File: config.mk
export PLATFORM = sky130hd
export DESIGN_NAME = wav_header_parser_top
export DESIGN_NICKNAME = d
export VERILOG_FILES = /design/src/hw/rtl/whp_pkg.sv /design/src/hw/rtl/wav_header_parser_top.sv /design/src/hw/rtl/whp_in_stage.sv /design/src/hw/rtl/whp_parser.sv /design/src/hw/rtl/whp_out_stage.sv
export SDC_FILE = /design/constraint.sdc
export NUM_CORES = 1
export LEC_CHECK = 0
export ABC_CLOCK_PERIOD_IN_PS = 14600
export BUFFER_PORTS_ARGS = -buffer_cell sky130_fd_sc_hd__buf_2
export CAP_MARGIN = 15
export CELL_PAD_IN_SITES_DETAIL_PLACEMENT = 2
export CELL_PAD_IN_SITES_GLOBAL_PLACEMENT = 2
export CORE_UTILIZATION = 40
export DETAILED_ROUTE_END_ITERATION = 8
export GPL_TIMING_DRIVEN = 0
export PLACE_DENSITY = 0.84
export SLEW_MARGIN = 20
export SYNTH_ARGS = -nofsm -noshare
export SYNTH_HDL_FRONTEND = slang
export SYNTH_HIERARCHICAL = 1
export SYNTH_SLANG_ARGS = --single-unit
File: constraint.sdc
create_clock -name clk -period 14.6 [get_ports clk]
set_input_delay 2.92 -clock clk [delete_from_list [all_inputs] [get_ports clk]]
set_output_delay 2.92 -clock clk [all_outputs]
set_load 0.01 [all_outputs]
File: src/hw/rtl/whp_pkg.sv
package whp_pkg;

  typedef struct packed {
    logic [7:0] file_byte;
    logic       first_byte;
  } whp_in_t;

  typedef enum logic [2:0] {
    ST_OK       = 3'd0,
    ST_NO_RIFF  = 3'd1,
    ST_NO_WAVE  = 3'd2,
    ST_NO_FMT   = 3'd3,
    ST_COMPRESS = 3'd4,
    ST_UNKNOWN  = 3'd5,
    ST_NO_DATA  = 3'd6
  } whp_status_t;

  typedef struct packed {
    whp_status_t status;
    logic [15:0] channels;
    logic [31:0] sample_rate;
    logic [15:0] sample_bits;
    logic [31:0] payload_size;
    logic [1:0]  format_code;
  } whp_out_t;

  typedef enum logic [2:0] {
    PH_HEADER = 3'd0,
    PH_TAG1   = 3'd1,
    PH_FACT   = 3'd2,
    PH_TAG2   = 3'd3,
    PH_SIZE   = 3'd4
  } whp_phase_t;

  // request held in the input register
  typedef struct packed {
    logic    valid;
    whp_in_t item;
  } whp_req_t;

  // result leaving the parser
  typedef struct packed {
    logic     valid;
    whp_out_t item;
  } whp_res_t;

  // tag bytes, entry 0 is the first byte in the file
  localparam logic [3:0][7:0] TAG_RIFF = {8'h46, 8'h46, 8'h49, 8'h52};
  localparam logic [3:0][7:0] TAG_WAVE = {8'h45, 8'h56, 8'h41, 8'h57};
  localparam logic [3:0][7:0] TAG_FMT  = {8'h20, 8'h74, 8'h6D, 8'h66};
  localparam logic [3:0][7:0] TAG_DATA = {8'h61, 8'h74, 8'h61, 8'h64};
  localparam logic [31:0]     FACT_WORD = 32'h7463_6166;

  localparam logic [5:0] OFF_RIFF_END = 6'd3;
  localparam logic [5:0] OFF_WAVE_LO  = 6'd8;
  localparam logic [5:0] OFF_WAVE_END = 6'd11;
  localparam logic [5:0] OFF_FMT_LO   = 6'd12;
  localparam logic [5:0] OFF_FMT_HI   = 6'd14;
  localparam logic [5:0] OFF_FMT_END  = 6'd15;
  localparam logic [5:0] OFF_AFMT_END = 6'd21;
  localparam logic [5:0] OFF_CH_END   = 6'd23;
  localparam logic [5:0] OFF_RATE_END = 6'd27;
  localparam logic [5:0] OFF_BITS_END = 6'd35;
  localparam logic [5:0] OFF_FACT_END = 6'd47;
  localparam logic [5:0] OFF_TAG2_LO  = 6'd48;
  localparam logic [5:0] OFF_TAG2_HI  = 6'd51;
  localparam logic [5:0] OFF_LAST     = 6'd55;

endpackage

File: src/hw/rtl/wav_header_parser_top.sv
// each byte is held in the input register; the result it completes is registered for out_item
// throughput: one file byte per cycle while the result register is free or being taken
// a new byte is taken even while a result waits, until the input register also fills
// reset: synchronous, active low; empties both registers and starts the parse at byte 0
// of a file, so no first_byte flag is needed after reset
module wav_header_parser_top import whp_pkg::*; (
  input  logic     clk,
  input  logic     rst_n,
  input  logic     in_valid,
  output logic     in_stall,
  input  whp_in_t  in_item,
  output logic     out_valid,
  input  logic     out_stall,
  output whp_out_t out_item
);

  whp_req_t req;
  whp_res_t res;
  logic     adv;

  whp_in_stage u_in (
    .clk      (clk),
    .rst_n    (rst_n),
    .in_valid (in_valid),
    .in_stall (in_stall),
    .in_item  (in_item),
    .adv      (adv),
    .req      (req)
  );

  whp_parser u_parse (
    .clk   (clk),
    .rst_n (rst_n),
    .req   (req),
    .adv   (adv),
    .res   (res)
  );

  whp_out_stage u_out (
    .clk       (clk),
    .rst_n     (rst_n),
    .res       (res),
    .adv       (adv),
    .out_valid (out_valid),
    .out_stall (out_stall),
    .out_item  (out_item)
  );

endmodule

File: src/hw/rtl/whp_in_stage.sv
module whp_in_stage import whp_pkg::*; (
  input  logic     clk,
  input  logic     rst_n,
  input  logic     in_valid,
  output logic     in_stall,
  input  whp_in_t  in_item,
  input  logic     adv,
  output whp_req_t req
);

  logic    valid_r;
  whp_in_t item_r;

  assign in_stall = valid_r && !adv;

  always_ff @(posedge clk) begin
    if (!rst_n) begin
      valid_r <= 1'b0;
    end else if (!valid_r || adv) begin
      valid_r <= in_valid;
    end
  end

  always_ff @(posedge clk) begin
    if (in_valid && !in_stall) begin
      item_r <= in_item;
    end
  end

  assign req.valid = valid_r;
  assign req.item  = item_r;

endmodule

File: src/hw/rtl/whp_parser.sv
module whp_parser import whp_pkg::*; (
  input  logic     clk,
  input  logic     rst_n,
  input  whp_req_t req,
  input  logic     adv,
  output whp_res_t res
);

  logic [5:0]  off_r, off_nxt;
  whp_phase_t  ph_r, ph_nxt;
  logic        tok_r, tok_nxt;
  logic [31:0] aw_r, aw_nxt;
  logic [15:0] ch_r, ch_nxt;
  logic [31:0] rate_r, rate_nxt;
  logic [15:0] bits_r, bits_nxt;
  logic        fin_r, fin_nxt;
  logic        fire;

  assign fire = req.valid && adv;

  always_comb begin
    logic [5:0]  off_e;
    whp_phase_t  ph_e;
    logic        tok_e;
    logic [31:0] aw_e;
    logic [15:0] ch_e;
    logic [31:0] rate_e;
    logic [15:0] bits_e;
    logic        fin_e;
    logic [7:0]  b;
    logic [1:0]  k;
    logic        emit;
    whp_status_t st;
    logic [31:0] size;

    off_nxt  = off_r;
    ph_nxt   = ph_r;
    tok_nxt  = tok_r;
    aw_nxt   = aw_r;
    ch_nxt   = ch_r;
    rate_nxt = rate_r;
    bits_nxt = bits_r;
    fin_nxt  = fin_r;
    res      = '0;
    emit     = 1'b0;
    st       = ST_OK;
    size     = '0;
    b        = req.item.file_byte;

    if (req.item.first_byte) begin
      off_e  = '0;
      ph_e   = PH_HEADER;
      tok_e  = 1'b1;
      aw_e   = '0;
      ch_e   = '0;
      rate_e = '0;
      bits_e = '0;
      fin_e  = 1'b0;
    end else begin
      off_e  = off_r;
      ph_e   = ph_r;
      tok_e  = tok_r;
      aw_e   = aw_r;
      ch_e   = ch_r;
      rate_e = rate_r;
      bits_e = bits_r;
      fin_e  = fin_r;
    end
    k = off_e[1:0];

    if (fire) begin
      off_nxt  = off_e;
      ph_nxt   = ph_e;
      tok_nxt  = tok_e;
      aw_nxt   = aw_e;
      ch_nxt   = ch_e;
      rate_nxt = rate_e;
      bits_nxt = bits_e;
      fin_nxt  = fin_e;
      if (!fin_e) begin
        aw_nxt = {b, aw_e[31:8]};
        unique case (ph_e)
          PH_HEADER: begin
            if (off_e <= OFF_RIFF_END && b != TAG_RIFF[k]) tok_nxt = 1'b0;
            if (off_e >= OFF_WAVE_LO && off_e <= OFF_WAVE_END && b != TAG_WAVE[k])
              tok_nxt = 1'b0;
            if (off_e >= OFF_FMT_LO && off_e <= OFF_FMT_HI && b != TAG_FMT[k])
              tok_nxt = 1'b0;
            priority if (off_e == OFF_RIFF_END || off_e == OFF_WAVE_END ||
                         off_e == OFF_FMT_END) begin
              // a failed tag reports on the last byte of its slot
              if (!tok_nxt) begin
                emit = 1'b1;
                priority if (off_e == OFF_RIFF_END) st = ST_NO_RIFF;
                else if (off_e == OFF_WAVE_END) st = ST_NO_WAVE;
                else st = ST_NO_FMT;
              end
              tok_nxt = 1'b1;
            end else if (off_e == OFF_AFMT_END) begin
              if (aw_nxt[31:16] != 16'd1) begin
                emit = 1'b1;
                st   = ST_COMPRESS;
              end
            end else if (off_e == OFF_CH_END) begin
              ch_nxt = aw_nxt[31:16];
            end else if (off_e == OFF_RATE_END) begin
              rate_nxt = aw_nxt;
            end else if (off_e == OFF_BITS_END) begin
              bits_nxt = aw_nxt[31:16];
              ph_nxt   = PH_TAG1;
            end else begin
            end
          end
          PH_TAG1, PH_TAG2: begin
            if (b != TAG_DATA[k]) tok_nxt = 1'b0;
            if (k == 2'd3) begin
              priority if (tok_nxt) begin
                ph_nxt = PH_SIZE;
              end else if (ph_e == PH_TAG1 && aw_nxt == FACT_WORD) begin
                ph_nxt = PH_FACT;
              end else begin
                emit = 1'b1;
                st   = (ph_e == PH_TAG1) ? ST_UNKNOWN : ST_NO_DATA;
              end
              tok_nxt = 1'b1;
            end
          end
          PH_FACT: begin
            if (off_e == OFF_FACT_END) ph_nxt = PH_TAG2;
          end
          PH_SIZE: begin
            if (k == 2'd3) begin
              emit = 1'b1;
              st   = ST_OK;
              size = aw_nxt;
            end
          end
          default: begin
          end
        endcase

        if (emit) begin
          fin_nxt          = 1'b1;
          res.valid        = 1'b1;
          res.item.status  = st;
          if (st == ST_OK) begin
            res.item.channels     = ch_e;
            res.item.sample_rate  = rate_e;
            res.item.sample_bits  = bits_e;
            res.item.payload_size = size;
            res.item.format_code  = {ch_e != 16'd1, bits_e != 16'd8};
          end
        end else begin
          off_nxt = off_e + 6'd1;
        end
      end
    end
  end

  always_ff @(posedge clk) begin
    if (!rst_n) begin
      off_r  <= '0;
      ph_r   <= PH_HEADER;
      tok_r  <= 1'b1;
      aw_r   <= '0;
      ch_r   <= '0;
      rate_r <= '0;
      bits_r <= '0;
      fin_r  <= 1'b0;
    end else begin
      off_r  <= off_nxt;
      ph_r   <= ph_nxt;
      tok_r  <= tok_nxt;
      aw_r   <= aw_nxt;
      ch_r   <= ch_nxt;
      rate_r <= rate_nxt;
      bits_r <= bits_nxt;
      fin_r  <= fin_nxt;
    end
  end

  a_res_needs_fire: assert property (@(posedge clk) disable iff (!rst_n)
    res.valid |-> fire)
    else $error("result without a request being consumed");

  a_quiet_after_done: assert property (@(posedge clk) disable iff (!rst_n)
    (fin_r && !req.item.first_byte) |-> !res.valid)
    else $error("result after the parse had finished");

  a_off_range: assert property (@(posedge clk) disable iff (!rst_n)
    off_r <= OFF_LAST)
    else $error("byte offset ran past the data size");

  a_tag2_window: assert property (@(posedge clk) disable iff (!rst_n)
    (ph_r == PH_TAG2) |-> (off_r >= OFF_TAG2_LO && off_r <= OFF_TAG2_HI))
    else $error("second data tag outside its slot");

endmodule

File: src/hw/rtl/whp_out_stage.sv
module whp_out_stage import whp_pkg::*; (
  input  logic     clk,
  input  logic     rst_n,
  input  whp_res_t res,
  output logic     adv,
  output logic     out_valid,
  input  logic     out_stall,
  output whp_out_t out_item
);

  logic     valid_r;
  whp_out_t item_r;

  // the result register may load when empty or being taken
  assign adv = !valid_r || !out_stall;

  always_ff @(posedge clk) begin
    if (!rst_n) begin
      valid_r <= 1'b0;
    end else if (adv) begin
      valid_r <= res.valid;
    end
  end

  always_ff @(posedge clk) begin
    if (adv && res.valid) begin
      item_r <= res.item;
    end
  end

  assign out_valid = valid_r;
  assign out_item  = item_r;

endmodule
; After elaboration in Yosys (flattened, before gate mapping)
; Cells that the tools add are included.
[op_classes]
n_addsub = 1
n_lt_le_gt_ge = 6
n_eq_ne = 21
n_mux = 94
n_bitwise = 5
n_reduce_logical = 25
[ops]
columns = cell, count
row1 = two-way mux 32 bit, 11
row2 = two-way mux 102 bit, 3
row3 = two-way mux 16 bit, 14
row4 = two-way mux 98 bit, 1
row5 = binary-select mux 8 bit (select 2 bit), 4
row6 = two-way mux 3 bit, 21
row7 = == test 32 x 31 -> 1 bit (second input constant), 1
row8 = two-way mux 8 bit, 4
row9 = != test 16 x 1 -> 1 bit (second input constant), 2
row10 = != test 8 bit, 4
row11 = two-way mux 1 bit, 28
row12 = == test 6 x 5 -> 1 bit (second input constant), 3
row13 = two-way mux 6 bit, 3
row14 = != test 16 x 4 -> 1 bit (second input constant), 1
row15 = == test 6 x 4 -> 1 bit (second input constant), 2
row16 = == test 6 bit (second input constant), 2
row17 = greater-or-equal comparator 6 x 4 -> 1 bit (second input constant), 2
row18 = <= comparator 6 x 4 -> 1 bit (second input constant), 2
row19 = logical AND 1 bit, 10
row20 = one-hot mux 3 bit (3 select lines), 1
row21 = adder 6 x 1 -> 6 bit (second input constant), 1
row22 = == test 3 x 2 -> 1 bit (second input constant), 2
row23 = == test 6 x 2 -> 1 bit (second input constant), 1
row24 = <= comparator 6 x 2 -> 1 bit (second input constant), 1
row25 = other kinds (16), 28
[word_totals]
ff_bits = 211
input_bits = 13
out_inout_bits = 103
word_cells = 170

; Longest topological paths before layout
[depth]
ltp_word = 22
ltp_mapped = 12
mapped_depth_nobuf = 12

; Modules after synthesis
; The synthesis kept the hierarchy.
[modules_own_cells]
columns = module, instances, cells_each, area_each_um2, seq_area_each_um2
row1 = whp_parser, 1, 663, 5228.8, 1981.9
row2 = whp_out_stage, 1, 106, 3074.2, 3052.9
row3 = whp_in_stage, 1, 14, 325.3, 290.3

; Least setup slack after synthesis
; No wires, ideal clock.
[synth_path]
path_type = in2reg
from = input out_stall
to = register u_out.item_r, in the netlist u_out/out_item[0] (enable)
setup_ns = 0.472
arrival_time_ns = 6.383
required_time_ns = 14.128
slack_ns = 7.745
cell_stages = 6
n_path_buf = 1
cell_sequence = nand2_1 -> nand2_1 -> a21oi_1 -> clkbuf_1 -> and2_1 -> and2_1
[synth_lines]
columns = item, line
row1 = from (decl), wav_header_parser_top.sv:13  ; input logic out_stall,
row2 = to (signal assigned), whp_out_stage.sv:27  ; item_r <= res.item;
row3 = to (decl), whp_out_stage.sv:12  ; whp_out_t item_r;

; Final worst setup path
[layout_path]
from = input out_stall
to = output in_stall
[layout_between]
elab_chain_len = 4
[layout_rtl]
columns = item, line
row1 = zero test 1 bit, whp_out_stage.sv:15  ; assign adv = !valid_r || !out_stall;
row2 = logical OR 1 bit, whp_out_stage.sv:15
row3 = net adv, wav_header_parser_top.sv:19  ; logic adv;
row4 = zero test 1 bit, whp_in_stage.sv:14  ; assign in_stall = valid_r && !adv;
row5 = logical AND 1 bit, whp_in_stage.sv:14
row6 = to (decl), wav_header_parser_top.sv:10  ; output logic in_stall,
; The timed path passes the listed nets, and every way through them passes these cells.

==> out/metrics.cfg <==
[clock_tree]
post_cts_buffers=0
clk_pin_slew_ns=0.06
clockRootBuffer=clkbuf_16
clkSinkCount=211
clk_latency_ns=0.52
cts.htree.levels=1
holdBufCountCts=0
cts_buffers=24
cts.path.max_buffers=3
post_cts_resized=0
cts_tree=built

[floorplanning]
die_width_um=149
start_util_pct=40.9
fp.dieH_um=149
coreArea_mm2=0.0211
fp.dieArea_mm2=0.0222
rows=53
io_pins=116

[logic_synthesis]
syn_inst=783
ys_seq_elements=211
synth_compound_area_share_pct=12.4
synth.avg_cell_area_um2=11.0
synth_cell_type_count=62
synthSimpleGateAreaFrac_pct=20.3
synth_edf_count=110
synth_nets=801
synth_warnings=6
synthAdderAreaFrac_pct=0.725
yosys.area_share.xor_xnor_pct=0.711
yosysSeqAreaShare_pct=61.7
synth.area.mux_share_pct=0.711
ys.flop_type=edfxtp_1
postSynth.asyncResetShare_pct=0
netlist_area_mm2=0.00863
synth_top_family_by_area=simple AND/OR/NAND/NOR gates

[min_path]
hp-class=flip-flop to flip-flop
worstHoldEndpoint=u_parse/aw_r[24]
hold_start=u_parse/aw_r[24]
holdPathStages=2

[pwr]
p_int_w=0.00101
p_switching_w=0.000294
powerDensity_mw_per_mm2=125
p_leak_nw=3.41
peakVddDrop_v=0.0000767
netSwitchingFraction_pct=22.6
pwr-share-seq_pct=48.4
clkPwrFrac_pct=47.6
combPwrFrac_pct=4.1

[global_route]
top_usage_layer=met2
use_met3_pct=4.86
antenna_found_initial=0
grt_pass1_vias=7657
overflow=0
grt_max_degree=57
grt_pass1_wl_um=47400
gr-usage-met2_pct=50.9
track_usage_pct=28.7
globalRouteMet1Util_pct=34.5

[detailed_routing]
drt-initial-drc-count=432
post_drt_via_cell_ratio=5.73
routedWlPerCell_um=25.8
dr.pass1.iters=5
drtAntennaViolNets=0
drcViolationCount=0
vias=6985
drt_wl_total_um=31400

[place]
io_buffers=115
hpwlAfterDp_um=20700
place_area_mm2=0.00958
place_congestion=0.901
dpl_worst_slack_ns=8.25

[setup_path]
r2r-end=u_out/out_item[29]
r2r_slack_ns=10.24
rr_startpoint=u_in/req[0]
arrival_ns=3.41
end_kind=primary output
crit_required_ns=11.68
crit_fanout=4
crit_path_start_kind=input port
worstSetupPathType=input port to primary output
ff2ff_path_depth=12

[timing]
finalMaxSlewViolations=0
max_freq_ghz=0.158
finalSetupViolCount=0
totalNegativeSetupSlack_ns=0
setup_slack_ns=8.27
hold_viol=0
relSlewSlack_pct=37.0
clock_skew_ns=0.0151
period_minus_slack_ns=6.33
tightestPinTransition_ns=0.938
rsz0062_at_grt=false
min_period_over_period_pct=43.4

[finish]
syn2layout_area_growth_pct=20.4
final_area_mm2=0.0104
drive_gt1_share_pct=18.2
n_antenna_cell=0
nNetsFinal=943

[job]
drv_cap=0

[outcome]
status=completed

per-stage QoR:
stage / power (W) / utilization (%) / std cells / hold slack (ns)
floorplan: 0.000669 / - / 783 / 0.446
global placement: 0.000690 / 45.3 / 1173 / 0.481
detailed placement: 0.000692 / 45.4 / 1174 / 0.495
CTS: 0.00131 / 49.2 / 1218 / 0.505
global route: 0.00133 / 49.3 / 1218 / 0.527
finish: 0.00130 / 49.3 / 1218 / 0.493
worst max path at each step:
stage	startpoint	end	slack, ns	depth (start not counted)
3_5_place_dp	out_stall	in_stall	8.25	4
4_1_cts	out_stall	in_stall	8.25	4
6_report	out_stall	in_stall	8.27	4
3_3_place_gp	out_stall	u_out/out_item[74]	5.81	7
2_1_floorplan	out_stall	u_out/out_item[0]	7.75	6
5_1_grt	out_stall	in_stall	8.21	4
per-layer routing:
layer  share of wire, %  up-vias
li1                   -     3078
met4                4.1        0
met5                  0        -
met2                 50      264
met3                5.0       92
met1                 41     3551
power groups by stage:
| stage | Clock [W] | Combinational (W) | Sequential (W) |
|---|---|---|---|
| after global placement | 0 | 0.0000484 | 0.000641 |
| after CTS | 0.000626 | 0.0000518 | 0.000629 |
| after detailed placement | 0 | 0.0000501 | 0.000641 |
| final | 0.000618 | 0.0000531 | 0.000629 |
| after global routing | 0.000646 | 0.0000560 | 0.000629 |
| after floorplan | 0 | 0.0000304 | 0.000639 |
area by class of cell:
class                   instances  area (µm²)
fillers                      2163       10700
clock inverters                12         144
clock buffers                  32         661
well taps                     275         344
flip-flops and latches        211        5330
inverters                      16        60.1
plain buffers                  54         230
repair buffers                116         603
multi-input cells             502        3020
cell families (layout without fill, tap and decap cells):
group | after synthesis | count (layout)
and+or+nand+nor | 325 | 325
AOI/OAI and AO/OA | 159 | 159
adders and majority gates | 5 | 5
xor gates and xnor gates | 7 | 7
DFF | 211 | 211
muxes | 6 | 6
buffers and inverters | 70 | 230
critical path, cell delays in order:
cell and delay [ns]:
buf_2 0.08, nand2_1 0.12, nor2b_4 0.15, buf_2 0.14
cell usage in the layout, fill, tap and decap left out, drive strengths merged, types with 2 or more instances in the layout:
cell type  count
buf          126
nand3          8
mux2i          5
nand2b         5
a41oi          3
inv           15
a21oi         33
nand2         50
dfxtp        101
nor2          91
a32oi          2
a31oi          5
bufinv         3
clkbuf        76
o22ai          2
o41a           2
o211ai         4
o21ai         25
nor4b          4
and3           5
nor4           8
or3            4
ha             5
nor3          10
edfxtp       110
xnor2          2
and2         103
nor4bb         6
xor2           5
clkinv        10
a22oi         72
nor2b         16
nand4          5
or4b           3
flip-flops by register name, summed over array words and instances (netlist names):
| name | count |
|---|---|
| u_in/req | 9 |
| u_in/valid_r | 1 |
| u_out/out_item | 101 |
| u_out/out_valid | 1 |
| u_parse/aw_r | 24 |
| u_parse/bits_r | 16 |
| u_parse/ch_r | 16 |
| u_parse/fin_r | 1 |
| u_parse/off_r | 6 |
| u_parse/ph_r | 3 |
| u_parse/rate_r | 32 |
| u_parse/tok_r | 1 |
cells in the mapped netlist, types with 2 or more instances:
| cell type | count | area [µm²] |
|---|---|---|
| inv_1 | 15 | 56.3 |
| nand3_1 | 7 | 35.0 |
| nor2_1 | 91 | 342 |
| nor4bb_1 | 6 | 60.1 |
| nor3_1 | 10 | 50.1 |
| and2_1 | 103 | 644 |
| or3_1 | 3 | 18.8 |
| nand4_1 | 5 | 31.3 |
| buf_6 | 2 | 22.5 |
| nand2_1 | 50 | 188 |
| a22oi_1 | 72 | 541 |
| o21ai_1 | 4 | 20.0 |
| edfxtp_1 | 110 | 3300 |
| xnor2_1 | 2 | 17.5 |
| o41a_1 | 2 | 22.5 |
| mux2i_1 | 5 | 50.1 |
| o21ai_0 | 21 | 105 |
| buf_2 | 7 | 35.0 |
| and3_1 | 5 | 31.3 |
| a31oi_1 | 5 | 31.3 |
| clkbuf_1 | 44 | 165 |
| ha_1 | 5 | 62.6 |
| dfxtp_1 | 101 | 2020 |
| o22ai_1 | 2 | 12.5 |
| a41oi_1 | 3 | 26.3 |
| o211ai_1 | 4 | 30.0 |
| xor2_1 | 5 | 43.8 |
| nor4_1 | 7 | 43.8 |
| nand2b_1 | 5 | 31.3 |
| a21oi_1 | 33 | 165 |
| nor2b_1 | 14 | 87.6 |
| a32oi_1 | 2 | 17.5 |
| nor4b_1 | 4 | 35.0 |
Note: power is estimated with default switching activity, not from simulation.
